[config.mk]
export PLATFORM = sky130hd
export DESIGN_NAME = cfa_cell
export DESIGN_NICKNAME = d
export VERILOG_FILES = /design/src/hdl/cfa_pkg.sv /design/src/hdl/cfa_cell.sv
export SDC_FILE = /design/constraint.sdc
export NUM_CORES = 1
export LEC_CHECK = 0
export CORE_UTILIZATION = 50
export CTS_BUF_LIST = sky130_fd_sc_hd__clkbuf_16
export DETAILED_ROUTE_END_ITERATION = 10
export DONT_BUFFER_PORTS = 1
export GPL_TIMING_DRIVEN = 0
export PLACE_DENSITY = 0.76
export SETUP_SLACK_MARGIN = 0.05
export SYNTH_ARGS = -nofsm -noshare
export SYNTH_HDL_FRONTEND = slang
export SYNTH_SLANG_ARGS = --single-unit
[constraint.sdc]
create_clock -name clk_i -period 21.4 [get_ports clk_i]
set_input_delay 4.28 -clock clk_i [delete_from_list [all_inputs] [get_ports clk_i]]
set_output_delay 4.28 -clock clk_i [all_outputs]
set_load 0.01 [all_outputs]
[src/hdl/cfa_pkg.sv]
// Package: shared types, opcodes and helper functions for the folding ALU.
`default_nettype none
package cfa_pkg;

  localparam int unsigned DataWidth = 64;
  localparam int unsigned WidthBits = 7;
  localparam int unsigned ShBits    = $clog2(DataWidth);
  localparam int unsigned NumCells  = DataWidth;

  typedef enum logic [4:0] {
    OpAdd  = 5'd0,  OpSub  = 5'd1,  OpMulu = 5'd2,  OpMuls = 5'd3,
    OpDivu = 5'd4,  OpDivs = 5'd5,  OpModu = 5'd6,  OpMods = 5'd7,
    OpShl  = 5'd8,  OpLsr  = 5'd9,  OpAsr  = 5'd10, OpAnd  = 5'd11,
    OpOr   = 5'd12, OpXor  = 5'd13, OpAndb = 5'd14, OpOrb  = 5'd15,
    OpEq   = 5'd16, OpNe   = 5'd17, OpLe   = 5'd18, OpGe   = 5'd19,
    OpLt   = 5'd20, OpGt   = 5'd21, OpB    = 5'd22, OpA    = 5'd23,
    OpBe   = 5'd24, OpAe   = 5'd25, OpNot  = 5'd26, OpNeg  = 5'd27,
    OpCast = 5'd28
  } op_e;

  typedef enum logic [1:0] {
    KindPass = 2'd0,
    KindMul  = 2'd1,
    KindQuo  = 2'd2,
    KindRem  = 2'd3
  } kind_e;

  typedef struct packed {
    kind_e                  kind;
    logic                   neg;
    logic                   ok;
    logic [DataWidth-1:0]   mask;
    logic [DataWidth-1:0]   x;
    logic [DataWidth-1:0]   y;
    logic [DataWidth-1:0]   z;
  } stage_t;

  function automatic logic [WidthBits-1:0] clamp_width(logic [WidthBits-1:0] w);
    logic [WidthBits-1:0] r;
    r = w;
    if (w == '0) r = WidthBits'(1);
    else if (w > WidthBits'(DataWidth)) r = WidthBits'(DataWidth);
    return r;
  endfunction

  function automatic logic [DataWidth-1:0] mask_of(logic [WidthBits-1:0] w);
    logic [DataWidth-1:0] ones;
    ones = '1;
    return ones >> (WidthBits'(DataWidth) - w);
  endfunction

  function automatic logic [DataWidth-1:0] sext(logic [DataWidth-1:0] x,
                                               logic [WidthBits-1:0] w);
    logic [DataWidth-1:0] m;
    logic [ShBits-1:0]    idx;
    m   = mask_of(w);
    idx = ShBits'(w - WidthBits'(1));
    return (x & m) | (x[idx] ? ~m : '0);
  endfunction

  function automatic logic [DataWidth-1:0] mag(logic [DataWidth-1:0] x);
    return x[DataWidth-1] ? (('0) - x) : x;
  endfunction

endpackage
`default_nettype wire

[src/hdl/cfa_cell.sv]
// Chain cell: one shift-add multiply step or one restoring divide step; pass items go through.
`default_nettype none
module cfa_cell (
  input  wire logic      clk_i,
  input  wire logic      rst_ni,
  input  wire logic      valid_i,
  output logic           ready_o,
  input  wire cfa_pkg::stage_t data_i,
  output logic           valid_o,
  input  wire logic      ready_i,
  output cfa_pkg::stage_t data_o
);

  logic            valid_q;
  cfa_pkg::stage_t data_q, data_d;

  assign ready_o = !valid_q || ready_i;
  assign valid_o = valid_q;
  assign data_o  = data_q;

  always_comb begin
    logic [cfa_pkg::DataWidth:0] rs, t;
    data_d = data_i;
    rs     = {data_i.x, data_i.y[cfa_pkg::DataWidth-1]};
    t      = rs - {1'b0, data_i.z};
    case (data_i.kind)
      cfa_pkg::KindMul: begin
        data_d.x = data_i.x + (data_i.y[0] ? data_i.z : '0);
        data_d.y = data_i.y >> 1;
        data_d.z = data_i.z << 1;
      end
      cfa_pkg::KindQuo, cfa_pkg::KindRem: begin
        data_d.x = t[cfa_pkg::DataWidth] ? rs[cfa_pkg::DataWidth-1:0] :
                   t[cfa_pkg::DataWidth-1:0];
        data_d.y = {data_i.y[cfa_pkg::DataWidth-2:0], !t[cfa_pkg::DataWidth]};
      end
      default: data_d = data_i;
    endcase
  end

  always_ff @(posedge clk_i or negedge rst_ni) begin
    if (!rst_ni) begin
      valid_q <= 1'b0;
    end else if (ready_o) begin
      valid_q <= valid_i;
    end
  end

  always_ff @(posedge clk_i) begin
    if (ready_o && valid_i) begin
      data_q <= data_d;
    end
  end

endmodule
`default_nettype wire

==> summary.txt, run 1 <==
Clock tree
  – Post-CTS Resized: 0
  – # Post-CTS Setup Buffers: 0
  – Clock slew at reported path FFs: about 0.060 ns
  – Hold buffers post-CTS: 0
  – CTS max path bufs: 3
  – Htree depth: 1
  – Clock Latency Late Sink: between 0.5 and 0.6 ns
  – CTS tree: done
  – CTS Sinks: approximately 260
  – CTS Buf Count: 28
  – Root Driver: clkbuf_16

Power
  – P_sw: slightly above 0.5 mW
  – Reg power frac: 0.431
  – Gate power share: 0.263
  – Internal power: between 1 and 1.5 mW
  – Clk network pwr share: 0.306
  – Sw Ratio: 0.334
  – P per Cell Area: between 60 and 70 nW/um^2
  – P_leak: 8.60 nW
  – Worst VDD drop: around 0.058 mV

Yosys
  – Syn Inst Count: about 2300
  – Main synth FF type: edfxtp_1
  – Distinct cells, synth: 84
  – Async S/R FF share, synth: 0.00383
  – Mapped Area: a little over 20000 sq um
  – Top-area cell type share of the netlist area: 0.388
  – Syn_nets: 2644
  – Mean Syn Cell Area: roughly 8.9 sq um
  – Top cells by area, synth: edfxtp_1, ha_1, nand2_1
  – Sequential share of the synthesized area: 0.390
  – Number of synthesized flops with an enable pin: 260
  – Largest area contributor in the netlist: edfxtp_1
  – Syn. warnings: 0
  – Yosys reg bits: roughly 260

Worst setup path
  – Crit start category: input pin
  – CP max stage cell: nand2b_1
  – R2R Path Start: valid_o
  – CP max FO: 3
  – Max incr delay on CP: 0.21 ns
  – CP endpoint kind: primary output
  – Critical path, cell by cell: nand2b_1
  – Critical Path Start: ready_i
  – Critical path arrival: ~4.5 ns
  – Top Family by Delay on Critical Path: simple AND/OR/NAND/NOR gates
  – Critical path class: input pin to primary output
  – Worst Path Buf+Inv: 0
  – Worst Path Required: around 17 ns

Finish
  – Final core occ: 0.547
  – Design area: approximately 22000 sq um
  – Share of cells above drive strength 1: 0.0395
  – Final #Nets: 2678
  – Most common cell after layout, fill and taps aside: nand2_1
  – Area Overhead vs Synth: 8.14%
  – Commonest cells after routing, fill and taps aside: nand2_1, edfxtp_1, a21oi_1

Job
  – Maxcap violations: 0

Timing
  – Final slew viol count: 0
  – Fmax: 114 MHz
  – Worst-margin pin slew: between 1 and 1.5 ns
  – Layout Skew: 0.00919 ns
  – Max-slew headroom: 0.213
  – Min Tclk post-route: 8.77 ns
  – Period utilization: 0.410
  – Final setup vio count: 0
  – Hold violation count in the final report: 0
  – Final Hold Slack: 0.696 ns
  – Sum of negative setup slack: 0 ns
  – RSZ-0062 raised after global routing: no

Placed design
  – Gpl congestion: 1.04
  – Post-DP HPWL: 64700 um
  – IO buf count: 0
  – Post-DP Area: ~21000 sq um

Global routing
  – Vias in the first global route: between 15000 and 20000
  – Largest net degree at the start of global routing: between 70 and 80
  – Global Route Usage Sum: 0.379
  – Initial antenna violation count: 7
  – First-pass GRT wire length: around 120000 um
  – Grt ovf: 0

Floorplan
  – Num ports: ~530
  – Chip height: just over 200 um
  – Area of the die: 41000 sq um
  – Die Wd: 203 um
  – Initial core utilization: 0.506
  – Core area: slightly below 40000 sq um
  – Rows: between 70 and 80

Drt
  – Drt wl/cell: between 20 and 30 um
  – TritonRoute pass-1 iters: 8
  – WL final: ~81000 um
  – Via density: 6.56
  – Drt drc: 0
  – Antenna viol nets, final: 0
  – 1st-iter DRT viols: between 2000 and 2500
  – Routed vias: between 15000 and 20000

Worst hold path
  – Worst Hold Class: register to register
  – Min-delay src: valid_o

Outcome
  – Status: finished clean
## registers in the layout, summed over array words and instances, names as in the netlist
register / count
valid_o: 1
data_o: 260
## cell families after synthesis
family | after synthesis | synth area share
muxes | 107 | 0.0535
buffers and inverters | 233 | 0.0457
xor gates and xnor gates | 99 | 0.0431
and+or+nand+nor | 679 | 0.158
DFF | 261 | 0.390
AOI/OAI and AO/OA | 743 | 0.229
adders and majority gates | 129 | 0.0810
## worst paths after layout
check,end,slack [ns],depth (start not counted)
worst min register to register,valid_o,0.70,2
worst max register to register,data_o[44],19.02,5
min in group asynchronous,valid_o,3.40,0
max in group asynchronous,valid_o,17.93,0
worst min-delay path,valid_o,0.70,2
worst max-delay path,ready_o,12.63,1
## synthesized netlist by cell type (all sizes together) (5+ instances only)
cell / number
o21a: 17
ha: 127
nand4: 36
and3: 9
a21boi: 9
and2: 73
o21bai: 33
nor4: 10
or2: 8
buf: 30
and4: 5
o21ai: 217
a31oi: 26
edfxtp: 260
a2111oi: 6
a211oi: 58
o211ai: 16
a22oi: 5
nor2: 115
or3: 20
a211o: 9
nor3: 31
xnor2: 57
o2111ai: 8
xor2: 42
a21oi: 220
a221oi: 9
mux2i: 103
nor2b: 18
a21o: 56
o211a: 5
o31ai: 6
clkbuf: 98
inv: 105
nand2: 299
o31a: 5
nand2b: 11
nand3: 31
## power groups by stage
stage / Sequential [mW] / Clock (mW) / Combinational [mW]
detailed placement: 0.663 / 0 / 0.385
CTS: 0.653 / 0.467 / 0.388
global route: 0.654 / 0.483 / 0.431
floorplan: 0.657 / 0 / 0.278
finish: 0.653 / 0.463 / 0.398
global placement: 0.674 / 0 / 0.377
## metrics by stage
step	std cells	setup WS, ns	power [mW]
after floorplan	2251	10.34	0.935
after global placement	2776	8.29	1.05
after detailed placement	2780	12.38	1.05
after CTS	2830	12.63	1.51
after global routing	2831	12.49	1.57
final	2834	12.63	1.51
## area by class of cell
class / instances / area [sq um]
antenna: 4 / 10.0
buffer: 128 / 524
clock buffer: 29 / 726
clock inverter: 21 / 130
fill: 3660 / 18000
inverter: 105 / 394
multi-input combinational: 1757 / 11400
sequential: 261 / 7830
tap: 525 / 657
timing repair buffer: 4 / 110
## routing by layer
layer	wire length, um	global-route usage	part of all wire	up-vias
met1	31500	0.482	0.39	8905
met4	4090	0.176	0.050	4
met5	29	0	0.00036	-
met3	8720	0.0925	0.11	187
met2	36800	0.608	0.45	1105
li1	-	-	-	8392
No activity file was read; power rests on OpenSTA's default activity.
==> run 2, diff against run 1 <==
==> constraint.sdc (replaced) <==
create_clock -name clk_i -period 8.4 [get_ports clk_i]
set_input_delay 1.68 -clock clk_i [delete_from_list [all_inputs] [get_ports clk_i]]
set_output_delay 1.68 -clock clk_i [all_outputs]
set_load 0.01 [all_outputs]
==> summary.txt, run 2 (same netlist as run 1, synthesis figures left out) <==
Outcome
  – Status: finished clean

Worst setup path
  – R2R cell count: 4
  – R2R Path End: data_o[168]
  – R2R setup slack: a little under 6 ns
  – Critical Path Start: data_i[64]
  – CP max FO: 10
  – Critical path arrival: around 6.4 ns
  – Worst Path Required: approximately 8.6 ns
  – Setup crit end: data_o[186]
  – R2R Path Start: valid_o
  – Critical path class: input pin to register
  – Crit start category: input pin
  – CP endpoint kind: register

Job
  – Maxcap violations: 0

Finish
  – Most common cell after layout, fill and taps aside: nand2_1
  – Commonest cells after routing, fill and taps aside: nand2_1, edfxtp_1, a21oi_1
  – Multi-input logic area: approximately 11000 sq um
  – Final #Nets: about 2700
  – Filler cells: 3612
  – Share of cells above drive strength 1: 0.0399
  – FF/Latch Area: around 7800 sq um
  – Max FFs per register: 260
  – Area Overhead vs Synth: 8.57%

Global routing
  – Vias in the first global route: about 17000
  – Initial antenna violation count: 4
  – Grt ovf: 0
  – Largest net degree at the start of global routing: 78
  – Global Route Usage Sum: 0.388
  – First-pass GRT wire length: 117000 um

Clock tree
  – CTS tree: done
  – Root Driver: clkbuf_16
  – Post-CTS Resized: 0
  – Hold buffers post-CTS: 0
  – # Post-CTS Setup Buffers: 0
  – Clock Latency Late Sink: ~0.56 ns
  – Clock slew at reported path FFs: about 0.060 ns
  – CTS max path bufs: 3
  – CTS Buf Count: 28
  – Htree depth: 1
  – CTS Sinks: 261

Drt
  – Drt drc: 0
  – TritonRoute pass-1 iters: 5
  – Routed vias: approximately 19000
  – Via density: between 6 and 7
  – Antenna viol nets, final: 0
  – Drt wl/cell: 29.1 um
  – 1st-iter DRT viols: 2071
  – WL final: roughly 82000 um

Placed design
  – Post-DP HPWL: 65600 um
  – IO buf count: 0
  – Gpl congestion: ~1.0

Timing
  – Sum of negative setup slack: 0 ns
  – Layout Skew: roughly 0.0084 ns
  – Final slew viol count: 0
  – Period utilization: 0.739
  – RSZ-0062 raised after global routing: no
  – Hold violation count in the final report: 0
  – Max-slew headroom: 0.214
  – Min Tclk post-route: 6.20 ns
  – Fmax: about 160 MHz
  – Worst-margin pin slew: 1.17 ns
  – Final setup vio count: 0

Power
  – Worst VDD drop: between 0.1 and 0.15 mV
  – P_leak: about 8.6 nW
  – Reg power frac: 0.417
  – Internal power: ~2.7 mW
  – Gate power share: 0.254
  – Clk network pwr share: 0.329
  – P_sw: about 1.3 mW
  – Total power: between 3 and 4 mW
  – P per Cell Area: 183 nW/um^2
  – Sw Ratio: 0.326

Floorplan
  – Area of the die: ~40000 sq um
  – Core area: between 30000 and 40000 sq um
  – Chip height: roughly 200 um
  – Initial core utilization: 0.506
  – Num ports: between 500 and 600
  – Rows: 73
  – Die Wd: roughly 200 um

Worst hold path
  – Worst Hold Class: input pin to asynchronous set/reset pin
[run 2: cell count changes in the layout (fill, tap and decap cells not counted), sizes merged]
cell,before,now
bufinv,1,5
clkinvlp,3,5
clkinv,13,9
buf,34,33
[run 2: final cells by class]
type | instances | area share
antenna | 4 | 0.000459
buffer | 128 | 0.0240
clock buffer | 29 | 0.0333
clock inverter | 23 | 0.0112
inverter | 105 | 0.0181
multi-input combinational | 1757 | 0.520
sequential | 261 | 0.359
tap | 525 | 0.0301
timing repair buffer | 3 | 0.00378
[run 2: critical path, cell delays in order]
cell       delay, ns
clkbuf_1        0.82
clkbuf_1        0.40
and2_1          0.21
ha_1            0.30
a21o_1          0.21
a31oi_1         0.23
nand3_1         0.11
a2bb2oi_1       0.23
and4b_1         0.28
or3_1           0.43
a21oi_2         0.52
nor2_1          0.10
a2111oi_0       0.74
a31oi_1         0.17
[run 2: metrics by stage]
step	setup slack (ns)	util	instance area, sq um	instances	hold slack (ns)
CTS	2.47	0.549	21800	2831	0.791
global route	2.13	0.549	21800	2831	0.790
finish	2.20	0.549	21800	2835	0.804
detailed placement	1.90	0.525	20800	2779	0.795
global placement	1.65	0.522	20800	2776	0.786
floorplan	2.88	-	20100	2251	0.622
[run 2: metal layers]
metal | GRT usage | vias up | part of all wire
li1 | - | 8389 | -
met1 | 0.492 | 8889 | 0.39
met2 | 0.620 | 1107 | 0.45
met3 | 0.101 | 193 | 0.11
met4 | 0.176 | 4 | 0.052
met5 | 0 | - | 0.00030
[run 2: worst min path at each step]
stage	start	end	slack [ns]	depth (start not counted)
finish	rst_ni	valid_o	0.80	0
global route	rst_ni	valid_o	0.79	0
CTS	rst_ni	valid_o	0.79	0
detailed placement	valid_o	valid_o	0.79	2
global placement	valid_o	valid_o	0.79	2
floorplan	valid_o	valid_o	0.62	2
[run 2: power groups by stage]
| stage | registers [mW] | clock network, mW | logic (mW) |
|---|---|---|---|
| finish | 1.67 | 1.31 | 1.02 |
| detailed placement | 1.69 | 0 | 0.982 |
| floorplan | 1.66 | 0 | 0.708 |
| global placement | 1.71 | 0 | 0.968 |
| CTS | 1.67 | 1.33 | 0.990 |
| global route | 1.67 | 1.37 | 1.10 |
